**config.mk**
```make
export PLATFORM = sky130hd
export DESIGN_NAME = console_line_editor_unit
export DESIGN_NICKNAME = d
export VERILOG_FILES = /design/src/hdl/cle_pkg.sv /design/src/hdl/console_line_editor_unit.sv /design/src/hdl/cle_line_ram.sv /design/src/hdl/cle_ctrl.sv
export SDC_FILE = /design/constraint.sdc
export NUM_CORES = 1
export LEC_CHECK = 0
export ABC_AREA = 1
export BUFFER_PORTS_ARGS = -buffer_cell sky130_fd_sc_hd__buf_2
export CAP_MARGIN = 5
export CORE_MARGIN = 4
export CORE_UTILIZATION = 51
export DETAILED_ROUTE_END_ITERATION = 10
export PLACE_DENSITY = 0.67
export SYNTH_ARGS = -nofsm -noshare
export SYNTH_HDL_FRONTEND = slang
export SYNTH_SLANG_ARGS = --single-unit
```
**constraint.sdc**
```tcl
create_clock -name i_clk -period 6.3 [get_ports i_clk]
set_clock_uncertainty 0.05 [all_clocks]
set_input_delay 1.26 -clock i_clk [delete_from_list [all_inputs] [get_ports i_clk]]
set_output_delay 1.26 -clock i_clk [all_outputs]
set_load 0.005 [all_outputs]
```
**src/hdl/cle_pkg.sv**
```systemverilog
// shared types and constants of the console line editor
package cle_pkg;

    localparam int BYTE_W = 8;
    localparam int POS_W  = 6;

    localparam logic [BYTE_W-1:0] RETURN_CODE_RESET = 8'd13;
    localparam logic [BYTE_W-1:0] KEY_ESC           = 8'd27;
    localparam logic [BYTE_W-1:0] KEY_BACKSPACE     = 8'd127;
    localparam logic [BYTE_W-1:0] FIRST_PRINTABLE   = 8'd32;
    localparam logic [BYTE_W-1:0] KEY_LBRACKET      = 8'h5B;
    localparam logic [BYTE_W-1:0] KEY_LEFT          = 8'h44;
    localparam logic [BYTE_W-1:0] KEY_RIGHT         = 8'h43;
    localparam logic [BYTE_W-1:0] KEY_UP            = 8'h41;

    typedef enum logic [2:0] {
        EV_NONE       = 3'd0,
        EV_LINE_BYTE  = 3'd1,
        EV_EMPTY_LINE = 3'd2,
        EV_REDRAW     = 3'd3,
        EV_HISTORY_UP = 3'd4
    } t_event_kind;

    typedef enum logic [0:0] {
        CFG_RETURN_CODE    = 1'b0,
        CFG_HISTORY_ENABLE = 1'b1
    } t_cfg_index;

    typedef enum logic [1:0] {
        S_IDLE   = 2'd0,
        S_DECODE = 2'd1,
        S_SHIFT  = 2'd2,
        S_EMIT   = 2'd3
    } t_state;

    typedef enum logic [1:0] {
        ESC_NORMAL  = 2'd0,
        ESC_SEEN    = 2'd1,
        ESC_BRACKET = 2'd2
    } t_esc_phase;

    typedef struct packed {
        logic [BYTE_W-1:0] return_code;
        logic              history_enable;
    } t_cfg;

    typedef struct packed {
        t_event_kind       kind;
        logic [BYTE_W-1:0] line_char;
        logic              last;
        logic [POS_W-1:0]  cursor_pos;
        logic [POS_W-1:0]  line_length;
    } t_result;

endpackage

```
**src/hdl/console_line_editor_unit.sv**
```systemverilog
// console line editor top level: config registers, line store, sequencer
//
// channel  | dir | beat contents
// s_axis   | in  | tdata[7:0] rx_byte
// m_axis   | out | tdata line_char/cursor_pos/line_length, tuser event_kind, tlast
// i_cfg_*  | in  | index 0 return_code, index 1 history_enable
//
// a plain byte, an escape byte or a backspace at cursor 0 is taken in idle and answered from decode
// any other backspace moves each entry after the cursor down one place in the shift state, then reports a redraw
// a submit reads the line out in the emit state, one beat per cycle once the first read is back, unless output stalls
// an output stall holds the sequencer where it must push a result; one result beat can wait while the next byte arrives
// reset clears cursor, length and escape phase; the line store needs no clearing
module console_line_editor_unit #(
    parameter int LINE_CAPACITY = 32
) (
    input  logic        i_clk,
    input  logic        i_rst_n,
    input  logic        s_axis_tvalid,
    output logic        s_axis_tready,
    input  logic [7:0]  s_axis_tdata,   // [7:0] rx_byte
    output logic        m_axis_tvalid,
    input  logic        m_axis_tready,
    output logic [23:0] m_axis_tdata,   // [7:0] line_char, [13:8] cursor_pos, [19:14] line_length
    output logic        m_axis_tlast,
    output logic [2:0]  m_axis_tuser,   // [2:0] event_kind
    input  logic        i_cfg_we,
    input  logic [0:0]  i_cfg_index,
    input  logic [7:0]  i_cfg_data
);

    localparam int W_IDX = (LINE_CAPACITY > 1) ? $clog2(LINE_CAPACITY) : 1;

    logic [cle_pkg::BYTE_W-1:0] r_return_code;
    logic                       r_history_enable;
    cle_pkg::t_cfg              cfg;
    cle_pkg::t_result           res;

    logic                       ram_we;
    logic [W_IDX-1:0]           ram_waddr;
    logic [cle_pkg::BYTE_W-1:0] ram_wdata;
    logic                       ram_re;
    logic [W_IDX-1:0]           ram_raddr;
    logic [cle_pkg::BYTE_W-1:0] ram_rdata;

    always_ff @(posedge i_clk) begin
        if (!i_rst_n) begin
            r_return_code    <= cle_pkg::RETURN_CODE_RESET;
            r_history_enable <= 1'b0;
        end else if (i_cfg_we) begin
            unique case (cle_pkg::t_cfg_index'(i_cfg_index))
                cle_pkg::CFG_RETURN_CODE:    r_return_code    <= i_cfg_data;
                cle_pkg::CFG_HISTORY_ENABLE: r_history_enable <= i_cfg_data[0];
            endcase
        end
    end

    assign cfg.return_code    = r_return_code;
    assign cfg.history_enable = r_history_enable;

    cle_line_ram #(
        .DEPTH (LINE_CAPACITY)
    ) u_line_ram (
        .i_clk   (i_clk),
        .i_we    (ram_we),
        .i_waddr (ram_waddr),
        .i_wdata (ram_wdata),
        .i_re    (ram_re),
        .i_raddr (ram_raddr),
        .o_rdata (ram_rdata)
    );

    cle_ctrl #(
        .LINE_CAPACITY (LINE_CAPACITY)
    ) u_ctrl (
        .i_clk       (i_clk),
        .i_rst_n     (i_rst_n),
        .i_cfg       (cfg),
        .i_in_valid  (s_axis_tvalid),
        .o_in_ready  (s_axis_tready),
        .i_in_byte   (s_axis_tdata),
        .o_out_valid (m_axis_tvalid),
        .i_out_ready (m_axis_tready),
        .o_out       (res),
        .o_ram_we    (ram_we),
        .o_ram_waddr (ram_waddr),
        .o_ram_wdata (ram_wdata),
        .o_ram_re    (ram_re),
        .o_ram_raddr (ram_raddr),
        .i_ram_rdata (ram_rdata)
    );

    assign m_axis_tdata = {4'b0000, res.line_length, res.cursor_pos, res.line_char};
    assign m_axis_tlast = res.last;
    assign m_axis_tuser = res.kind;

endmodule

```
**src/hdl/cle_line_ram.sv**
```systemverilog
// line store: one write port, one read port with registered read data
module cle_line_ram #(
    parameter  int DEPTH = 32,
    localparam int AW    = (DEPTH > 1) ? $clog2(DEPTH) : 1
) (
    input  logic                        i_clk,
    input  logic                        i_we,
    input  logic [AW-1:0]               i_waddr,
    input  logic [cle_pkg::BYTE_W-1:0]  i_wdata,
    input  logic                        i_re,
    input  logic [AW-1:0]               i_raddr,
    output logic [cle_pkg::BYTE_W-1:0]  o_rdata
);

    logic [cle_pkg::BYTE_W-1:0] r_mem [DEPTH];
    logic [cle_pkg::BYTE_W-1:0] r_rdata;

    always_ff @(posedge i_clk) begin
        if (i_we) begin
            r_mem[i_waddr] <= i_wdata;
        end
    end

    // read data holds while no read is issued
    always_ff @(posedge i_clk) begin
        if (i_re) begin
            r_rdata <= r_mem[i_raddr];
        end
    end

    assign o_rdata = r_rdata;

endmodule

```
**src/hdl/cle_ctrl.sv**
```systemverilog
// line editor sequencer: decode, backspace shift, line emit, result register
module cle_ctrl #(
    parameter  int LINE_CAPACITY = 32,
    localparam int W_IDX         = (LINE_CAPACITY > 1) ? $clog2(LINE_CAPACITY) : 1
) (
    input  logic                        i_clk,
    input  logic                        i_rst_n,
    input  cle_pkg::t_cfg               i_cfg,
    input  logic                        i_in_valid,
    output logic                        o_in_ready,
    input  logic [cle_pkg::BYTE_W-1:0]  i_in_byte,
    output logic                        o_out_valid,
    input  logic                        i_out_ready,
    output cle_pkg::t_result            o_out,
    output logic                        o_ram_we,
    output logic [W_IDX-1:0]            o_ram_waddr,
    output logic [cle_pkg::BYTE_W-1:0]  o_ram_wdata,
    output logic                        o_ram_re,
    output logic [W_IDX-1:0]            o_ram_raddr,
    input  logic [cle_pkg::BYTE_W-1:0]  i_ram_rdata
);

    localparam int W_CNT = $clog2(LINE_CAPACITY + 1);
    localparam logic [W_CNT-1:0] CAP = W_CNT'(LINE_CAPACITY);
    localparam logic [W_CNT-1:0] ONE = W_CNT'(1);

    cle_pkg::t_state     r_state, n_state;
    cle_pkg::t_esc_phase r_esc, n_esc;
    logic [W_CNT-1:0]    r_cursor, n_cursor;
    logic [W_CNT-1:0]    r_fill, n_fill;
    logic [W_CNT-1:0]    r_idx, n_idx;
    logic [W_IDX-1:0]    r_waddr, n_waddr;
    logic                r_pend, n_pend;
    logic [cle_pkg::BYTE_W-1:0] r_byte, n_byte;
    logic                r_out_valid, n_out_valid;
    cle_pkg::t_result    r_out, n_out;

    logic                slot_free;
    logic                push;
    logic                res_emit;
    logic                res_last;
    cle_pkg::t_event_kind res_kind;
    logic [W_CNT-1:0]    cur_inc;
    logic [W_CNT-1:0]    idx_inc;

    always_ff @(posedge i_clk) begin
        if (!i_rst_n) begin
            r_state     <= cle_pkg::S_IDLE;
            r_esc       <= cle_pkg::ESC_NORMAL;
            r_cursor    <= '0;
            r_fill      <= '0;
            r_pend      <= 1'b0;
            r_out_valid <= 1'b0;
        end else begin
            r_state     <= n_state;
            r_esc       <= n_esc;
            r_cursor    <= n_cursor;
            r_fill      <= n_fill;
            r_pend      <= n_pend;
            r_out_valid <= n_out_valid;
        end
    end

    always_ff @(posedge i_clk) begin
        r_idx   <= n_idx;
        r_waddr <= n_waddr;
        r_byte  <= n_byte;
        r_out   <= n_out;
    end

    assign slot_free = !r_out_valid || i_out_ready;
    assign cur_inc   = r_cursor + ONE;
    assign idx_inc   = r_idx + ONE;

    always_comb begin
        n_state     = r_state;
        n_esc       = r_esc;
        n_cursor    = r_cursor;
        n_fill      = r_fill;
        n_idx       = r_idx;
        n_waddr     = r_waddr;
        n_pend      = r_pend;
        n_byte      = r_byte;
        push        = 1'b0;
        res_emit    = 1'b0;
        res_last    = 1'b1;
        res_kind    = cle_pkg::EV_NONE;
        o_ram_we    = 1'b0;
        o_ram_waddr = r_cursor[W_IDX-1:0];
        o_ram_wdata = r_byte;
        o_ram_re    = 1'b0;
        o_ram_raddr = r_idx[W_IDX-1:0];

        unique case (r_state)
            cle_pkg::S_IDLE: begin
                if (i_in_valid) begin
                    n_byte  = i_in_byte;
                    n_state = cle_pkg::S_DECODE;
                end
            end
            cle_pkg::S_DECODE: begin
                if (slot_free) begin
                    n_state = cle_pkg::S_IDLE;
                    n_esc   = cle_pkg::ESC_NORMAL;
                    unique case (r_esc)
                        cle_pkg::ESC_SEEN: begin
                            if (r_byte == cle_pkg::KEY_LBRACKET) begin
                                n_esc = cle_pkg::ESC_BRACKET;
                            end
                            push = 1'b1;
                        end
                        cle_pkg::ESC_BRACKET: begin
                            if (r_byte == cle_pkg::KEY_LEFT) begin
                                if (r_cursor != '0) begin
                                    n_cursor = r_cursor - ONE;
                                end
                            end else if (r_byte == cle_pkg::KEY_RIGHT) begin
                                if (r_cursor < r_fill) begin
                                    n_cursor = cur_inc;
                                end
                            end else if (r_byte == cle_pkg::KEY_UP) begin
                                if (i_cfg.history_enable) begin
                                    res_kind = cle_pkg::EV_HISTORY_UP;
                                end
                            end
                            push = 1'b1;
                        end
                        default: begin
                            // return code is tested before any other byte class
                            if (r_byte == i_cfg.return_code) begin
                                n_cursor = '0;
                                if (r_fill == '0) begin
                                    res_kind = cle_pkg::EV_EMPTY_LINE;
                                    push     = 1'b1;
                                end else begin
                                    o_ram_re    = 1'b1;
                                    o_ram_raddr = '0;
                                    n_idx       = '0;
                                    n_state     = cle_pkg::S_EMIT;
                                end
                            end else if (r_byte == cle_pkg::KEY_ESC) begin
                                n_esc = cle_pkg::ESC_SEEN;
                                push  = 1'b1;
                            end else if (r_byte == cle_pkg::KEY_BACKSPACE) begin
                                if (r_cursor != '0) begin
                                    n_idx   = r_cursor;
                                    n_pend  = 1'b0;
                                    n_state = cle_pkg::S_SHIFT;
                                end else begin
                                    res_kind = cle_pkg::EV_REDRAW;
                                    push     = 1'b1;
                                end
                            end else begin
                                if (r_byte >= cle_pkg::FIRST_PRINTABLE && r_cursor < CAP) begin
                                    o_ram_we = 1'b1;
                                    n_cursor = cur_inc;
                                    if (cur_inc > r_fill) begin
                                        n_fill = cur_inc;
                                    end
                                end
                                push = 1'b1;
                            end
                        end
                    endcase
                end
            end
            cle_pkg::S_SHIFT: begin
                // read entry idx while the entry read a beat earlier lands one below it
                if (r_pend) begin
                    o_ram_we    = 1'b1;
                    o_ram_waddr = r_waddr;
                    o_ram_wdata = i_ram_rdata;
                end
                if (r_idx < r_fill) begin
                    o_ram_re = 1'b1;
                    n_waddr  = W_IDX'(r_idx - ONE);
                    n_idx    = idx_inc;
                    n_pend   = 1'b1;
                end else begin
                    n_pend = 1'b0;
                    if (!r_pend && slot_free) begin
                        n_cursor = r_cursor - ONE;
                        n_fill   = r_fill - ONE;
                        res_kind = cle_pkg::EV_REDRAW;
                        push     = 1'b1;
                        n_state  = cle_pkg::S_IDLE;
                    end
                end
            end
            cle_pkg::S_EMIT: begin
                if (slot_free) begin
                    push     = 1'b1;
                    res_emit = 1'b1;
                    res_kind = cle_pkg::EV_LINE_BYTE;
                    res_last = (idx_inc == r_fill);
                    if (res_last) begin
                        n_fill  = '0;
                        n_state = cle_pkg::S_IDLE;
                    end else begin
                        o_ram_re    = 1'b1;
                        o_ram_raddr = idx_inc[W_IDX-1:0];
                        n_idx       = idx_inc;
                    end
                end
            end
            default: begin
                n_state = cle_pkg::S_IDLE;
            end
        endcase
    end

    always_comb begin
        n_out       = r_out;
        n_out_valid = r_out_valid;
        if (push) begin
            n_out_valid       = 1'b1;
            n_out.kind        = res_kind;
            n_out.line_char   = res_emit ? i_ram_rdata : '0;
            n_out.last        = res_last;
            n_out.cursor_pos  = res_emit ? '0 : cle_pkg::POS_W'(n_cursor);
            n_out.line_length = res_emit ? cle_pkg::POS_W'(r_fill) : cle_pkg::POS_W'(n_fill);
        end else if (i_out_ready) begin
            n_out_valid = 1'b0;
        end
    end

    assign o_in_ready  = (r_state == cle_pkg::S_IDLE);
    assign o_out_valid = r_out_valid;
    assign o_out       = r_out;

    a_fill_cap: assert property (@(posedge i_clk) disable iff (!i_rst_n)
        r_fill <= CAP)
        else $error("line length above capacity");

    a_cursor_in_line: assert property (@(posedge i_clk) disable iff (!i_rst_n)
        r_cursor <= r_fill)
        else $error("cursor past end of line");

    a_emit_read_only: assert property (@(posedge i_clk) disable iff (!i_rst_n)
        (r_state == cle_pkg::S_EMIT) |-> !o_ram_we)
        else $error("line store written during emit");

    a_emit_ends_clear: assert property (@(posedge i_clk) disable iff (!i_rst_n)
        (push && r_state == cle_pkg::S_EMIT && res_last)
        |=> (r_state == cle_pkg::S_IDLE && r_fill == '0 && r_cursor == '0))
        else $error("line not cleared after final byte");

endmodule

```
# Yosys cells after proc, flatten, opt, wreduce, memory -nomap -nowiden
# Memory sizes are Yosys's and may differ from the RTL's. A register that Yosys moved wholly into a read port is not among the register bits.
# Cells that the tools add are included.
[totals]
regBits = 70
output_inout_bits = 30
latchBits = 0
romBits = 0
ramBits = 256
memories = 1
[mem_list]
columns = ["memory", "words", "word_bits", "rd", "rd_clocked_by_memory_dff", "wr", "line", "text"]
rows = [
  ["u_line_ram.r_mem", 32, 8, 1, 1, 1, "cle_line_ram.sv:15", "logic [cle_pkg::BYTE_W-1:0] r_mem [DEPTH];"],
]
[op_classes]
bitwise_logic = 1
multipliers = 0
n_eq_ne = 30
n_mux = 119
order_cmp = 5
addsub = 5
n_reduce_logical = 21
div_mod_pow = 0
shifts = 0
[ops]
columns = ["cell", "n"]
rows = [
  ["2-to-1 mux 6 bit", 33],
  ["equality test 8 x 7 -> 1 bit, second input constant", 5],
  ["2-to-1 mux 5 bit", 8],
  ["2-to-1 mux 1 bit", 37],
  ["one-hot mux 6 bit (3 select lines)", 2],
  ["2-to-1 mux 2 bit", 17],
  ["2-to-1 mux 3 bit", 9],
  ["one-hot mux 6 bit (2 select lines)", 2],
  ["2-to-1 mux 8 bit", 2],
  ["!= test 2 x 1 -> 1 bit, second input constant", 7],
  ["adder 6 x 1 -> 6 bit, second input constant", 2],
  ["less-than comparator 6 bit", 2],
  ["!= test 2 bit, second input constant", 6],
  ["AND reduction 2 bit", 6],
  ["subtractor 6 x 1 -> 6 bit, second input constant", 2],
  ["one-hot mux 5 bit (2 select lines)", 1],
  ["AND reduction 10 bit", 1],
  ["one-hot mux 3 bit (3 select lines)", 1],
  ["equality test 8 x 5 -> 1 bit, second input constant", 1],
  ["equality test 8 bit", 1],
  ["greater-or-equal comparator 8 x 6 -> 1 bit, second input constant", 1],
  ["one-hot mux 2 bit (4 select lines)", 1],
  ["AND reduction 7 bit", 1],
  ["equality test 2 bit, second input constant", 3],
  ["23 further kinds", 30],
]

# Depth between registers and ports, before layout
# Gate-level depths: netlist of the first run.
[logic_depth]
depth_word = 11
ltp_mapped = 24
depth_no_buf = 21

# Modules after synthesis
# Synthesis of the first run repeated with hierarchy kept, for this count alone.
[hier_totals]
hier_cells = 1689
area_unflattened_um2 = 16121.7
[modules_own_cells]
columns = ["mod", "n_inst", "area_each_um2", "cells_each", "seq_area_each_um2"]
rows = [
  ["cle_line_ram", 1, 10866.7, 922, 7927.6],
  ["cle_ctrl", 1, 4852.2, 709, 1651.6],
  ["console_line_editor_unit", 1, 402.9, 58, 180.2],
]

# Worst setup path after synthesis of the first run
# OpenSTA, ideal clock, no wires.
[synth_timing]
path_type = "input to register"
from = "input port m_axis_tready"
to = "register u_ctrl.r_out, in the netlist u_ctrl.o_out[0] (enable)"
path_stages = 6
setup_slack_ns = 2.532
required_time_ns = 5.828
arrival_time_ns = 3.297
path_buffers = 0
setup_time_ns = 0.422
cell_sequence = "nor2_1 nor2_1 nand2_1 nor2_1 inv_1 a31oi_1"
[synth_via]
elab_chain_cells = 5
elab_cells_between_ends = 7
classes_between = "5 x mux; 2 x reduce/logical"
[synth_rtl]
columns = ["item", "line", "text"]
rows = [
  ["start: declaration", "console_line_editor_unit.sv:22", "input logic m_axis_tready,"],
  ["logical OR 1 bit (*)", "cle_ctrl.sv:71", "assign slot_free = !r_out_valid || i_out_ready;"],
  ["logical AND 1 bit", "cle_ctrl.sv:181", "if (!r_pend && slot_free) begin"],
  ["2-to-1 mux 1 bit", "cle_ctrl.sv:181", ""],
  ["2-to-1 mux 1 bit", "cle_ctrl.sv:174", "if (r_idx < r_fill) begin"],
  ["one-hot mux 1 bit (3 select lines) (*)", "cle_ctrl.sv:94", "unique case (r_state)"],
  ["end signal: assignment", "cle_ctrl.sv:68", "r_out <= n_out;"],
  ["end: declaration", "cle_ctrl.sv:36", "cle_pkg::t_result r_out, n_out;"],
]
# Mark *: on every way between the ends. The rest lies on a longest branch, timed or not.
# A chain may end at the register's enable or synchronous reset.

# Worst setup path after layout of the first run
[layout_timing]
from = "register u_ctrl.r_idx[1]"
to = "register u_line_ram.r_rdata, in the netlist u_line_ram.o_rdata[2], read port of u_line_ram.r_mem, data pin"
[layout_via]
elab_chain_cells = 5
elab_cells_between_ends = 14
classes_between = "1 x add/sub; 1 x order compare; 1 x eq/ne; 11 x mux"
[layout_rtl]
columns = ["item", "line", "text"]
rows = [
  ["start: declaration", "cle_ctrl.sv:31", "logic [W_CNT-1:0] r_idx, n_idx;"],
  ["start signal: assignment", "cle_ctrl.sv:65", "r_idx <= n_idx;"],
  ["adder 6 x 1 -> 6 bit or 2-to-1 mux 5 bit (tied branches)", "cle_ctrl.sv:73, cle_ctrl.sv:132", ""],
  ["equality test 6 bit or 2-to-1 mux 5 bit (tied branches)", "cle_ctrl.sv:195, cle_ctrl.sv:130", ""],
  ["2-to-1 mux 1 bit (tied with other cells)", "cle_ctrl.sv:196", "if (res_last) begin"],
  ["2-to-1 mux 1 bit (tied with other cells)", "cle_ctrl.sv:191", "if (slot_free) begin"],
  ["one-hot mux 1 bit (3 select lines) or one-hot mux 5 bit (2 select lines) (tied branches)", "cle_ctrl.sv:94", ""],
  ["end: declaration", "cle_line_ram.sv:16", "logic [cle_pkg::BYTE_W-1:0] r_rdata;"],
]
# Several ways; a longest one is shown, not always the timed one.

==> results of run 1 <==
==> critical path, delay by kind of cell, from the launching register on <==
kind	cells	cell delay (ns)
flip-flops	1	0.61
adder cells (fa/ha/maj)	1	0.33
AND/OR/NAND/NOR	18	2.78
buffers and inverters	2	0.50
==> layout by cell type (no fill, tap or decap), types with 4 or more instances in the layout <==
master,instances
sky130_fd_sc_hd__nor3_1,11
sky130_fd_sc_hd__conb_1,4
sky130_fd_sc_hd__a21oi_1,35
sky130_fd_sc_hd__clkinv_1,9
sky130_fd_sc_hd__inv_1,238
sky130_fd_sc_hd__clkbuf_16,38
sky130_fd_sc_hd__ha_1,30
sky130_fd_sc_hd__dfxtp_1,27
sky130_fd_sc_hd__o22ai_1,5
sky130_fd_sc_hd__nand3b_1,41
sky130_fd_sc_hd__nor2_1,114
sky130_fd_sc_hd__o21ai_0,56
sky130_fd_sc_hd__xor2_1,12
sky130_fd_sc_hd__edfxtp_1,307
sky130_fd_sc_hd__inv_2,9
sky130_fd_sc_hd__buf_4,15
sky130_fd_sc_hd__clkbuf_1,6
sky130_fd_sc_hd__clkinv_2,6
sky130_fd_sc_hd__nand2_1,396
sky130_fd_sc_hd__bufinv_16,7
sky130_fd_sc_hd__o211ai_1,9
sky130_fd_sc_hd__a211oi_1,4
sky130_fd_sc_hd__nand4_1,17
sky130_fd_sc_hd__buf_2,47
sky130_fd_sc_hd__nor4_1,4
sky130_fd_sc_hd__nand3_1,323
sky130_fd_sc_hd__a31oi_1,5
sky130_fd_sc_hd__o21ai_2,10
sky130_fd_sc_hd__o21bai_1,4
sky130_fd_sc_hd__nand2_4,4
==> metrics by stage <==
step | instances | power (mW) | worst slack [ns]
floorplan | 1786 | 6.23 | 2.53
detailed placement | 2198 | 7.50 | 1.35
CTS | 2265 | 9.82 | 1.79
finish | 2265 | 9.88 | 1.74
global route | 2265 | 10.5 | 1.41
global placement | 2198 | 7.44 | 1.40
==> cell usage after synthesis, types with 2 or more instances <==
cell / instances / area share (%)
sky130_fd_sc_hd__a211oi_1: 4 / 0.18
sky130_fd_sc_hd__a21oi_1: 35 / 1.0
sky130_fd_sc_hd__a21oi_4: 2 / 0.19
sky130_fd_sc_hd__a221oi_1: 2 / 0.10
sky130_fd_sc_hd__a31oi_1: 6 / 0.22
sky130_fd_sc_hd__buf_1: 2 / 0.045
sky130_fd_sc_hd__buf_2: 31 / 0.93
sky130_fd_sc_hd__buf_4: 16 / 0.72
sky130_fd_sc_hd__buf_6: 6 / 0.40
sky130_fd_sc_hd__clkbuf_1: 31 / 0.70
sky130_fd_sc_hd__clkinv_1: 5 / 0.11
sky130_fd_sc_hd__dfxtp_1: 27 / 3.2
sky130_fd_sc_hd__edfxtp_1: 307 / 55
sky130_fd_sc_hd__ha_1: 30 / 2.2
sky130_fd_sc_hd__inv_1: 238 / 5.4
sky130_fd_sc_hd__inv_2: 9 / 0.20
sky130_fd_sc_hd__nand2_1: 397 / 8.9
sky130_fd_sc_hd__nand2_2: 3 / 0.11
sky130_fd_sc_hd__nand3_1: 323 / 9.7
sky130_fd_sc_hd__nand3_2: 3 / 0.18
sky130_fd_sc_hd__nand3b_1: 41 / 1.8
sky130_fd_sc_hd__nand4_1: 17 / 0.64
sky130_fd_sc_hd__nor2_1: 114 / 2.6
sky130_fd_sc_hd__nor2_4: 2 / 0.13
sky130_fd_sc_hd__nor3_1: 11 / 0.33
sky130_fd_sc_hd__nor4_1: 4 / 0.15
sky130_fd_sc_hd__o2111ai_1: 3 / 0.16
sky130_fd_sc_hd__o211ai_1: 9 / 0.40
sky130_fd_sc_hd__o21ai_0: 64 / 1.9
sky130_fd_sc_hd__o21ai_1: 2 / 0.060
sky130_fd_sc_hd__o21ai_2: 2 / 0.10
sky130_fd_sc_hd__o21bai_1: 4 / 0.18
sky130_fd_sc_hd__o221ai_1: 2 / 0.10
sky130_fd_sc_hd__o22ai_1: 5 / 0.19
sky130_fd_sc_hd__o31ai_1: 3 / 0.13
sky130_fd_sc_hd__xor2_1: 12 / 0.63
==> cell families (layout without fill, tap and decap cells) <==
| family | count (synthesis) | count (layout) |
|---|---|---|
| AOI/OAI and AO/OA | 149 | 149 |
| xor gates and xnor gates | 13 | 13 |
| adders and majority gates | 30 | 30 |
| buffers and inverters | 338 | 382 |
| DFF | 334 | 334 |
| other | 1 | 4 |
| and+or+nand+nor | 918 | 918 |
==> path summary, 6_finish.rpt <==
| path | end | slack [ns] | cells after the start |
|---|---|---|---|
| min reg2reg | r_return_code[7] | 0.42 | 2 |
| max reg2reg | u_line_ram.o_rdata[2] | 1.74 | 21 |
| min | r_return_code[7] | 0.42 | 2 |
| max | u_line_ram.o_rdata[2] | 1.74 | 21 |
==> area by class of cell <==
| cell class | count | area [µm²] |
|---|---|---|
| timing repair buffer | 63 | 368 |
| fill | 2701 | 13400 |
| tap | 435 | 544 |
| clock buffer | 47 | 1010 |
| clock inverter | 20 | 299 |
| sequential | 334 | 9760 |
| inverter | 252 | 946 |
| multi-input combinational | 1114 | 5600 |
==> layer usage <==
metal | vias to the layer above | part of all wire (%) | track usage (%)
li1 | 6056 | - | -
met1 | 6137 | 42 | 34.8
met2 | 606 | 46 | 39.9
met3 | 102 | 8.5 | 4.15
met4 | 0 | 3.0 | 7.57
met5 | - | 0 | 0
==> power breakdown <==
group | switching, mW | leakage, nW | internal, mW | total [mW]
clock | 0.885 | 0.642 | 1.44 | 2.32
sequential | 0.182 | 3.00 | 2.76 | 2.94
combinational | 3.34 | 4.04 | 1.28 | 4.63
total | 4.41 | 7.68 | 5.47 | 9.88
==> flip-flops by register name, indices dropped and copies added (netlist names) <==
signal,cells
u_ctrl.r_esc,2
u_ctrl.r_fill,6
u_ctrl.r_waddr,5
u_ctrl.o_out,24
u_ctrl.r_pend,1
u_line_ram.r_mem,256
u_ctrl.r_byte,8
u_ctrl.r_idx,6
u_ctrl.r_cursor,6
r_history_enable,1
u_ctrl.r_state,2
u_line_ram.o_rdata,8
u_ctrl.o_out_valid,1
r_return_code,8
==> flow_results.xml, run 1 <==
<?xml version="1.0" encoding="UTF-8"?>
<metrics>
  <group name="drt">
    <metric name="drt_pass_1_iters" unit="">6</metric>
    <metric name="routed_wire_length_per_instance" unit="µm">19.9</metric>
    <metric name="drt_drc_violations_left" unit="">0</metric>
    <metric name="ant_nets" unit="">0</metric>
    <metric name="detailedRoute.firstIterationViolations" unit="">1529</metric>
    <metric name="drt_wl_total" unit="µm">45200</metric>
    <metric name="vias" unit="">12900</metric>
    <metric name="vias_per_cell" unit="">5.70</metric>
  </group>
  <group name="sta">
    <metric name="final.min_clock_period" unit="ns">4.56</metric>
    <metric name="drv_slew" unit="">0</metric>
    <metric name="timing.hold.ws" unit="ns">0.421</metric>
    <metric name="max_freq" unit="GHz">0.219</metric>
    <metric name="hold_viol_final" unit="">0</metric>
    <metric name="finalSetupViolations" unit="">0</metric>
    <metric name="unrepaired_setup_endpoints_after_global_routing" unit="">no</metric>
    <metric name="period_share" unit="%">72.4</metric>
    <metric name="fin_tns_setup" unit="ns">0</metric>
    <metric name="worstMarginPinSlew" unit="ns">1.29</metric>
    <metric name="maxSlewHeadroom" unit="%">14.1</metric>
  </group>
  <group name="clock_tree">
    <metric name="clkSlewWorstSetupHoldPaths" unit="ns">0.06</metric>
    <metric name="clk-insertion-delay-late" unit="ns">0.54</metric>
    <metric name="tritoncts" unit="">done</metric>
    <metric name="cts-root-to-sink-buffers" unit="">3</metric>
    <metric name="cts_post_setup_buffers_inserted" unit="">0</metric>
    <metric name="cts.hold.buffers_added" unit="">0</metric>
    <metric name="clock_sinks" unit="">334</metric>
    <metric name="clockRootBuffer" unit="">sky130_fd_sc_hd__clkbuf_16</metric>
    <metric name="numCtsBuffers" unit="">37</metric>
    <metric name="cts_resized" unit="">0</metric>
    <metric name="cts.htree.levels" unit="">2</metric>
  </group>
  <group name="final_layout">
    <metric name="finalInstanceArea" unit="µm²">18500</metric>
    <metric name="insertedDiodeCount" unit="">0</metric>
    <metric name="areaGrowthSynthToFinish" unit="%">11.0</metric>
    <metric name="final_net_count" unit="">1854</metric>
    <metric name="drive_gt1_share" unit="%">8.58</metric>
    <metric name="post-route-util" unit="%">58.0</metric>
  </group>
  <group name="yosys">
    <metric name="synthArstFlopShare" unit="%">0</metric>
    <metric name="yosys.area_share.xor_xnor" unit="%">0.682</metric>
    <metric name="synth_simple_gate_area_share" unit="%">24.8</metric>
    <metric name="cell_area_synth" unit="µm²">16700</metric>
    <metric name="synth_area_in_compound_gates" unit="%">5.37</metric>
    <metric name="post_synth.cell_area_avg" unit="µm²">9.36</metric>
    <metric name="syn-instance-count" unit="">1783</metric>
    <metric name="synth_seq_area_share" unit="%">58.4</metric>
    <metric name="postSynthRegisterBits" unit="">334</metric>
    <metric name="yosys.area_share.adder" unit="%">2.25</metric>
    <metric name="synth-edff-count" unit="">307</metric>
    <metric name="synth.yosys.warnings" unit="">0</metric>
    <metric name="synth_mux_area_share" unit="%">0</metric>
    <metric name="largest_family_of_logic_cells_by_synthesized_area" unit="">simple AND/OR/NAND/NOR gates</metric>
    <metric name="synth-main-ff-cell" unit="">sky130_fd_sc_hd__edfxtp_1</metric>
    <metric name="yosysUniqueCellTypes" unit="">47</metric>
  </group>
  <group name="critical_path">
    <metric name="worstSetupPathType" unit="">flop to flop</metric>
    <metric name="crit_slowest_cell" unit="">sky130_fd_sc_hd__edfxtp_1</metric>
    <metric name="cp_data_arrival_time" unit="ns">4.80</metric>
    <metric name="list_of_cells_traversed_by_the_critical_path" unit="">inv_1 &gt; ha_1 &gt; nand2_1 &gt; nand2_1 &gt; nor2_1 &gt; nand3_1 &gt; nor2_1 &gt; nand3_4 &gt; nand3_1 &gt; nand3_1 &gt; nand2_4 &gt; nand2_4 &gt; buf_12 &gt; nand2_1 &gt; nand2_1 &gt; nand2_1 &gt; nand3_1 &gt; nand3_1 &gt; nand2_1 &gt; nand2_1 &gt; nand2_1</metric>
    <metric name="timing.rr.start" unit="">u_ctrl.r_idx[1]</metric>
    <metric name="critical_path.most_common_cell" unit="">sky130_fd_sc_hd__nand2_1</metric>
    <metric name="critical_path.max_fanout" unit="">66</metric>
    <metric name="start_kind" unit="">flop</metric>
    <metric name="end_kind" unit="">flop</metric>
    <metric name="worst_setup_sp" unit="">u_ctrl.r_idx[1]</metric>
    <metric name="critPathMaxStageDelay" unit="ns">0.61</metric>
    <metric name="endpoint_required_time_on_the_critical_path" unit="ns">6.54</metric>
  </group>
  <group name="floorplanning">
    <metric name="design.core.area" unit="µm²">32000</metric>
    <metric name="design.portCount" unit="">52</metric>
    <metric name="die_area" unit="µm²">35700</metric>
    <metric name="die_w" unit="µm">189</metric>
    <metric name="initial_utilization" unit="%">52.2</metric>
    <metric name="floorplan.die.height" unit="µm">189</metric>
    <metric name="std_cell_rows" unit="">65</metric>
  </group>
  <group name="pwr">
    <metric name="leakage" unit="nW">7.68</metric>
    <metric name="max-vdd-ir-drop" unit="V">0.000353</metric>
    <metric name="cellPowerDensity" unit="nW/µm²">533</metric>
  </group>
  <group name="worst_hold_path">
    <metric name="timing.hold.worst.class" unit="">flop to flop</metric>
    <metric name="hold_start" unit="">r_return_code[7]</metric>
  </group>
  <group name="global_route">
    <metric name="global_route_wire_length_before_repair" unit="µm">70000</metric>
    <metric name="groute.usage.overall" unit="%">24.7</metric>
    <metric name="first_global_vias" unit="">12200</metric>
    <metric name="overflow" unit="">0</metric>
    <metric name="grt_antenna_before_repair" unit="">0</metric>
    <metric name="grt_start_max_net_pins" unit="">69</metric>
  </group>
  <group name="outcome">
    <metric name="status" unit="">finished clean</metric>
  </group>
  <group name="placed_design">
    <metric name="port_buffers" unit="">47</metric>
    <metric name="finalWeightedCongestion" unit="">0.895</metric>
    <metric name="placement.cell_area" unit="µm²">17200</metric>
    <metric name="dpl.hpwl" unit="µm">28700</metric>
  </group>
  <group name="run">
    <metric name="maxCapViolations" unit="">0</metric>
  </group>
</metrics>
Power figures use the tool's default switching activity.
==> inputs of run 2 (changes only) <==
Settings changed: PLACE_DENSITY 0.67 to 0.7.
Clock period 6.3 ns to 3.8 ns, I/O delays scaled along.
==> run 2 against run 1 <==
Non-clock buffer count grew 55. Critical path depth shrank 3. Register-to-register slack lost 1.5 ns. Global-route usage hardly changed. Routed wire length decreased by 1.4%. Critical endpoint is now u_line_ram.o_rdata[5]. Largest cell class unchanged.
==> flow_results.xml, run 2 (same netlist as run 1, synthesis figures left out) <==
<?xml version="1.0" encoding="UTF-8"?>
<metrics>
  <group name="outcome">
    <metric name="status" unit="">finished clean</metric>
  </group>
  <group name="sta">
    <metric name="hold_viol_final" unit="">0</metric>
    <metric name="fin_tns_setup" unit="ns">0</metric>
    <metric name="unrepaired_setup_endpoints_after_global_routing" unit="">no</metric>
    <metric name="maxSlewHeadroom" unit="%">25.7</metric>
    <metric name="period_share" unit="%">93.4</metric>
    <metric name="worstMarginPinSlew" unit="ns">1.11</metric>
    <metric name="max_freq" unit="GHz">0.282</metric>
    <metric name="drv_slew" unit="">0</metric>
    <metric name="finalSetupViolations" unit="">0</metric>
    <metric name="final.min_clock_period" unit="ns">3.55</metric>
  </group>
  <group name="clock_tree">
    <metric name="cts_resized" unit="">0</metric>
    <metric name="clkSlewWorstSetupHoldPaths" unit="ns">0.06</metric>
    <metric name="clock_sinks" unit="">334</metric>
    <metric name="cts_post_setup_buffers_inserted" unit="">0</metric>
    <metric name="cts.htree.levels" unit="">2</metric>
    <metric name="cts-root-to-sink-buffers" unit="">3</metric>
    <metric name="cts.hold.buffers_added" unit="">0</metric>
    <metric name="tritoncts" unit="">done</metric>
    <metric name="clk-insertion-delay-late" unit="ns">0.52</metric>
    <metric name="clockRootBuffer" unit="">sky130_fd_sc_hd__clkbuf_16</metric>
    <metric name="numCtsBuffers" unit="">37</metric>
  </group>
  <group name="pwr">
    <metric name="max-vdd-ir-drop" unit="V">0.000635</metric>
    <metric name="cellPowerDensity" unit="nW/µm²">858</metric>
    <metric name="leakage" unit="nW">7.89</metric>
  </group>
  <group name="critical_path">
    <metric name="critical_path.max_fanout" unit="">17</metric>
    <metric name="list_of_cells_traversed_by_the_critical_path" unit="">inv_2 &gt; ha_1 &gt; nand2_1 &gt; nand2_1 &gt; nor2_1 &gt; nand3_1 &gt; nor2_1 &gt; nand3_4 &gt; nand2_4 &gt; inv_2 &gt; nor2_1 &gt; o21ai_1 &gt; o21ai_2 &gt; inv_1 &gt; nand3_1 &gt; nand2_1 &gt; nand2_1 &gt; nand2_1</metric>
    <metric name="worstSetupPathType" unit="">flop to flop</metric>
    <metric name="cp_data_arrival_time" unit="ns">3.77</metric>
    <metric name="worst_setup_sp" unit="">u_ctrl.r_idx[0]</metric>
    <metric name="critPathMaxStageDelay" unit="ns">0.51</metric>
    <metric name="endpoint_required_time_on_the_critical_path" unit="ns">4.02</metric>
    <metric name="start_kind" unit="">flop</metric>
    <metric name="critical_path.most_common_cell" unit="">sky130_fd_sc_hd__nand2_1</metric>
    <metric name="ff2ff_setup_slack" unit="ns">0.25</metric>
    <metric name="end_kind" unit="">flop</metric>
    <metric name="crit_slowest_cell" unit="">sky130_fd_sc_hd__inv_1</metric>
    <metric name="timing.rr.start" unit="">u_ctrl.r_idx[0]</metric>
  </group>
  <group name="floorplanning">
    <metric name="die_area" unit="µm²">35700</metric>
    <metric name="design.core.area" unit="µm²">32000</metric>
    <metric name="std_cell_rows" unit="">65</metric>
    <metric name="initial_utilization" unit="%">52.2</metric>
    <metric name="die_w" unit="µm">189</metric>
    <metric name="floorplan.die.height" unit="µm">189</metric>
    <metric name="design.portCount" unit="">52</metric>
  </group>
  <group name="run">
    <metric name="maxCapViolations" unit="">0</metric>
  </group>
  <group name="drt">
    <metric name="vias" unit="">13000</metric>
    <metric name="drt_wl_total" unit="µm">44500</metric>
    <metric name="drt_drc_violations_left" unit="">0</metric>
    <metric name="routed_wire_length_per_instance" unit="µm">19.2</metric>
    <metric name="detailedRoute.firstIterationViolations" unit="">1496</metric>
    <metric name="drt_pass_1_iters" unit="">6</metric>
    <metric name="ant_nets" unit="">0</metric>
    <metric name="vias_per_cell" unit="">5.62</metric>
  </group>
  <group name="global_route">
    <metric name="overflow" unit="">0</metric>
    <metric name="grt_busiest_layer" unit="">met2</metric>
    <metric name="grt_util_met2" unit="%">40.1</metric>
    <metric name="grt.met1_usage" unit="%">35.1</metric>
    <metric name="grt_start_max_net_pins" unit="">105</metric>
    <metric name="grt_antenna_before_repair" unit="">0</metric>
    <metric name="groute.layer.met3.usage" unit="%">3.30</metric>
    <metric name="global_route_wire_length_before_repair" unit="µm">70100</metric>
    <metric name="groute.usage.overall" unit="%">24.7</metric>
    <metric name="first_global_vias" unit="">12400</metric>
  </group>
  <group name="final_layout">
    <metric name="registers.top_by_ff_count" unit="">u_line_ram.r_mem</metric>
    <metric name="mostFrequentLayoutCell" unit="">sky130_fd_sc_hd__nand2_1</metric>
    <metric name="drive_gt1_share" unit="%">10.9</metric>
    <metric name="final_cell_mix" unit="">sky130_fd_sc_hd__nand2_1, sky130_fd_sc_hd__nand3_1, sky130_fd_sc_hd__edfxtp_1, sky130_fd_sc_hd__inv_1, sky130_fd_sc_hd__nor2_1</metric>
    <metric name="insertedDiodeCount" unit="">0</metric>
    <metric name="largest_register_ff_count" unit="">256</metric>
    <metric name="final_net_count" unit="">1909</metric>
    <metric name="instances_no_fill" unit="">2317</metric>
    <metric name="areaGrowthSynthToFinish" unit="%">12.6</metric>
  </group>
  <group name="worst_hold_path">
    <metric name="timing.hold.worst.class" unit="">primary input to flop</metric>
    <metric name="hold_start" unit="">s_axis_tdata[3]</metric>
  </group>
  <group name="placed_design">
    <metric name="dpl.hpwl" unit="µm">29300</metric>
    <metric name="finalWeightedCongestion" unit="">0.945</metric>
    <metric name="port_buffers" unit="">47</metric>
    <metric name="dpl.cell_count" unit="">2253</metric>
  </group>
</metrics>
-- run 2: path summary, 6_finish.rpt --
path / end / cells past startpoint
max: u_line_ram.o_rdata[5] / 18
max reg2reg: u_line_ram.o_rdata[5] / 18
min reg2reg: r_history_enable / 2
min: u_ctrl.r_byte[3] / 1
-- run 2: critical path, delay by kind of cell, from the launching register on --
| kind | cells | cell delay [ns] |
|---|---|---|
| simple gates | 12 | 1.26 |
| buf+inv | 3 | 0.78 |
| flops | 1 | 0.50 |
| compound gates | 2 | 0.44 |
| fa+ha+maj | 1 | 0.28 |
-- run 2: per-stage QoR --
step | instance area (µm²) | util, % | power [mW] | setup slack, ns | hold WS (ns)
finish | 18800 | 58.8 | 16.1 | 0.250 | 0.369
global route | 18800 | 58.8 | 17.3 | 0.0155 | 0.353
CTS | 18800 | 58.8 | 16.1 | 0.342 | 0.351
detailed placement | 17700 | 55.3 | 12.7 | 0.337 | 0.414
global placement | 17700 | 55.3 | 12.6 | 0.424 | 0.413
floorplan | 16700 | - | 10.3 | 0.393 | 0.389
-- run 2: area by class of cell --
cell class,count,area [µm²]
clock buffer,46,980
clock inverter,18,145
fill,2643,13200
inverter,252,946
multi-input combinational,1114,5600
sequential,334,9760
tap,435,544
timing repair buffer,118,831
-- run 2: layer usage --
layer,vias to the layer above,wire length (µm)
met4,0,1330
met1,6242,19200
met3,88,3020
met5,-,0
met2,526,20900
li1,6157,-
-- run 2: where the power goes --
part / leakage [nW] / internal, mW / switching (mW)
combinational: 4.34 / 2.37 / 5.61
sequential: 3.00 / 4.56 / 0.246
clock: 0.551 / 1.96 / 1.39
total: 7.89 / 8.89 / 7.25
==> inputs of run 3 (changes only) <==
--- a/config.mk
+++ b/config.mk
@@ -13,2 +13,3 @@
 export DETAILED_ROUTE_END_ITERATION = 10
+export HOLD_SLACK_MARGIN = 0.08
 export PLACE_DENSITY = 0.7
--- a/constraint.sdc
+++ b/constraint.sdc
@@ -4,2 +4,2 @@
 set_output_delay 0.76 -clock i_clk [all_outputs]
-set_load 0.005 [all_outputs]
+set_load 0.1 [all_outputs]
==> run 3 against run 2 <==
Critical endpoint is now u_line_ram.o_rdata[3]. Total power grew 4.7%. Sequential power is essentially flat. Largest power group unchanged. Combinational power grew 11%. Global-route usage grew 0.20 points. Sequential share of layout area is essentially flat.
==> flow_results.xml, run 3 (same netlist as run 1, synthesis figures left out) <==
<?xml version="1.0" encoding="UTF-8"?>
<metrics>
  <group name="final_layout">
    <metric name="registers.top_by_ff_count" unit="">u_line_ram.r_mem</metric>
    <metric name="final_net_count" unit="">1909</metric>
    <metric name="post-route-util" unit="%">58.8</metric>
    <metric name="final_cell_mix" unit="">sky130_fd_sc_hd__nand2_1, sky130_fd_sc_hd__nand3_1, sky130_fd_sc_hd__edfxtp_1, sky130_fd_sc_hd__inv_1, sky130_fd_sc_hd__nor2_1</metric>
    <metric name="largest_register_ff_count" unit="">256</metric>
    <metric name="mostFrequentLayoutCell" unit="">sky130_fd_sc_hd__nand2_1</metric>
    <metric name="drive_gt1_share" unit="%">11.0</metric>
    <metric name="areaGrowthSynthToFinish" unit="%">12.6</metric>
    <metric name="insertedDiodeCount" unit="">0</metric>
  </group>
  <group name="worst_hold_path">
    <metric name="hold_end" unit="">u_ctrl.r_byte[3]</metric>
    <metric name="timing.hold.worst_path_depth" unit="">1</metric>
    <metric name="timing.hold.worst.class" unit="">primary input to flop</metric>
    <metric name="hold_start" unit="">s_axis_tdata[3]</metric>
  </group>
  <group name="critical_path">
    <metric name="regToRegEndpoint" unit="">u_line_ram.o_rdata[3]</metric>
    <metric name="cp_data_arrival_time" unit="ns">3.76</metric>
    <metric name="worstSetupPathType" unit="">flop to flop</metric>
    <metric name="end_kind" unit="">flop</metric>
    <metric name="worst_setup_sp" unit="">u_ctrl.r_idx[0]</metric>
    <metric name="ff2ff_setup_slack" unit="ns">0.26</metric>
    <metric name="timing.critical_path.buf_inv" unit="">2</metric>
    <metric name="critical_path.most_common_cell" unit="">sky130_fd_sc_hd__nand3_1</metric>
    <metric name="critical-path-top-delay-family" unit="">simple AND/OR/NAND/NOR gates</metric>
    <metric name="timing.rr.start" unit="">u_ctrl.r_idx[0]</metric>
    <metric name="list_of_cells_traversed_by_the_critical_path" unit="">inv_2 &gt; ha_1 &gt; nand2_1 &gt; nand2_1 &gt; nor2_1 &gt; nand3_1 &gt; nor2_1 &gt; nand3_4 &gt; nand3_1 &gt; nand3_1 &gt; nand2_4 &gt; buf_16 &gt; nand3_1 &gt; nand3_1 &gt; nand3_1 &gt; nand3_1 &gt; nand2_1 &gt; nand2_1 &gt; nand2_1</metric>
    <metric name="endpoint_required_time_on_the_critical_path" unit="ns">4.02</metric>
    <metric name="r2r.worst_path.cells" unit="">19</metric>
    <metric name="critPathMaxStageDelay" unit="ns">0.51</metric>
    <metric name="start_kind" unit="">flop</metric>
    <metric name="crit_slowest_cell" unit="">sky130_fd_sc_hd__edfxtp_1</metric>
    <metric name="critical_path.max_fanout" unit="">104</metric>
  </group>
  <group name="drt">
    <metric name="routed_wire_length_per_instance" unit="µm">19.6</metric>
    <metric name="detailedRoute.firstIterationViolations" unit="">1661</metric>
    <metric name="drt_pass_1_iters" unit="">5</metric>
    <metric name="ant_nets" unit="">0</metric>
    <metric name="drt_drc_violations_left" unit="">0</metric>
    <metric name="vias_per_cell" unit="">5.67</metric>
    <metric name="vias" unit="">13100</metric>
    <metric name="drt_wl_total" unit="µm">45400</metric>
  </group>
  <group name="clock_tree">
    <metric name="cts.htree.levels" unit="">2</metric>
    <metric name="clockRootBuffer" unit="">sky130_fd_sc_hd__clkbuf_16</metric>
    <metric name="clkSlewWorstSetupHoldPaths" unit="ns">0.06</metric>
    <metric name="tritoncts" unit="">done</metric>
    <metric name="clock_sinks" unit="">334</metric>
    <metric name="clk-insertion-delay-late" unit="ns">0.53</metric>
    <metric name="cts-root-to-sink-buffers" unit="">3</metric>
    <metric name="numCtsBuffers" unit="">36</metric>
  </group>
  <group name="global_route">
    <metric name="global_route_wire_length_before_repair" unit="µm">70800</metric>
    <metric name="grt_antenna_before_repair" unit="">0</metric>
    <metric name="first_global_vias" unit="">12400</metric>
    <metric name="grt_start_max_net_pins" unit="">105</metric>
    <metric name="overflow" unit="">0</metric>
    <metric name="groute.usage.overall" unit="%">24.9</metric>
  </group>
  <group name="sta">
    <metric name="finalSetupViolations" unit="">0</metric>
    <metric name="hold_viol_final" unit="">0</metric>
    <metric name="unrepaired_setup_endpoints_after_global_routing" unit="">no</metric>
    <metric name="worst_slack" unit="ns">0.261</metric>
    <metric name="timing.hold.ws" unit="ns">0.358</metric>
    <metric name="fin_tns_setup" unit="ns">0</metric>
    <metric name="final.min_clock_period" unit="ns">3.54</metric>
    <metric name="max_freq" unit="GHz">0.283</metric>
    <metric name="drv_slew" unit="">0</metric>
    <metric name="worstMarginPinSlew" unit="ns">1.12</metric>
    <metric name="maxSlewHeadroom" unit="%">25.5</metric>
    <metric name="period_share" unit="%">93.1</metric>
  </group>
  <group name="floorplanning">
    <metric name="initial_utilization" unit="%">52.2</metric>
    <metric name="die_area" unit="µm²">35700</metric>
    <metric name="floorplan.die.height" unit="µm">189</metric>
    <metric name="design.portCount" unit="">52</metric>
    <metric name="die_w" unit="µm">189</metric>
    <metric name="design.core.area" unit="µm²">32000</metric>
    <metric name="std_cell_rows" unit="">65</metric>
  </group>
  <group name="placed_design">
    <metric name="finalWeightedCongestion" unit="">0.945</metric>
    <metric name="pre_cts_slack" unit="ns">0.318</metric>
    <metric name="port_buffers" unit="">47</metric>
    <metric name="dpl.hpwl" unit="µm">29500</metric>
  </group>
  <group name="pwr">
    <metric name="fin_total_pwr" unit="mW">16.9</metric>
    <metric name="cellPowerDensity" unit="nW/µm²">899</metric>
    <metric name="leakage" unit="nW">7.89</metric>
    <metric name="max-vdd-ir-drop" unit="V">0.000775</metric>
  </group>
  <group name="run">
    <metric name="maxCapViolations" unit="">0</metric>
  </group>
  <group name="outcome">
    <metric name="status" unit="">finished clean</metric>
  </group>
</metrics>
## run 3: changes by cell type in the layout (fill, tap and decap cells not counted), sizes merged
cell,before,now
inv,250,247
clkbuf,46,47
bufinv,2,1
## run 3: stage by stage
| step | area, µm² | std cells |
|---|---|---|
| 2_1_floorplan | 16700 | 1786 |
| 3_3_place_gp | 17700 | 2252 |
| 3_5_place_dp | 17700 | 2252 |
| 4_1_cts | 18700 | 2312 |
| 5_1_grt | 18800 | 2314 |
| 6_report | 18800 | 2314 |
## run 3: layout make-up
cell class / instances / area [µm²]
clock buffers: 46 / 970
clock inverters: 14 / 106
fillers: 2685 / 13200
inverters: 252 / 950
multi-input cells: 1114 / 5600
flip-flops and latches: 334 / 9760
well taps: 435 / 544
repair buffers: 119 / 871
## run 3: worst max path at each step
stage | cells past startpoint | endpoint
floorplan | 11 | u_ctrl.o_out[0]
global placement | 19 | u_line_ram.o_rdata[7]
global route | 19 | u_line_ram.o_rdata[4]
CTS | 18 | u_line_ram.o_rdata[5]
finish | 19 | u_line_ram.o_rdata[3]
detailed placement | 18 | u_line_ram.o_rdata[5]
## run 3: repair_timing
action / in CTS / in global routing
endpoints found under the setup margin: 0 / 8
gates resized for setup: 0 / 3
hold buffers: 0 / 0
setup buffers: 0 / 1
## run 3: layer usage
| metal | up-vias | part of all wire, % | GRT usage (%) |
|---|---|---|---|
| li1 | 6160 | - | - |
| met1 | 6258 | 42 | 35.4 |
| met2 | 606 | 47 | 40.1 |
| met3 | 97 | 7.5 | 3.12 |
| met4 | 0 | 3.2 | 8.32 |
| met5 | - | 0 | 0 |
## run 3: power by group
| group | switching (mW) | internal [mW] |
|---|---|---|
| logic | 6.39 | 2.43 |
| clock network | 1.39 | 1.87 |
| registers | 0.252 | 4.56 |
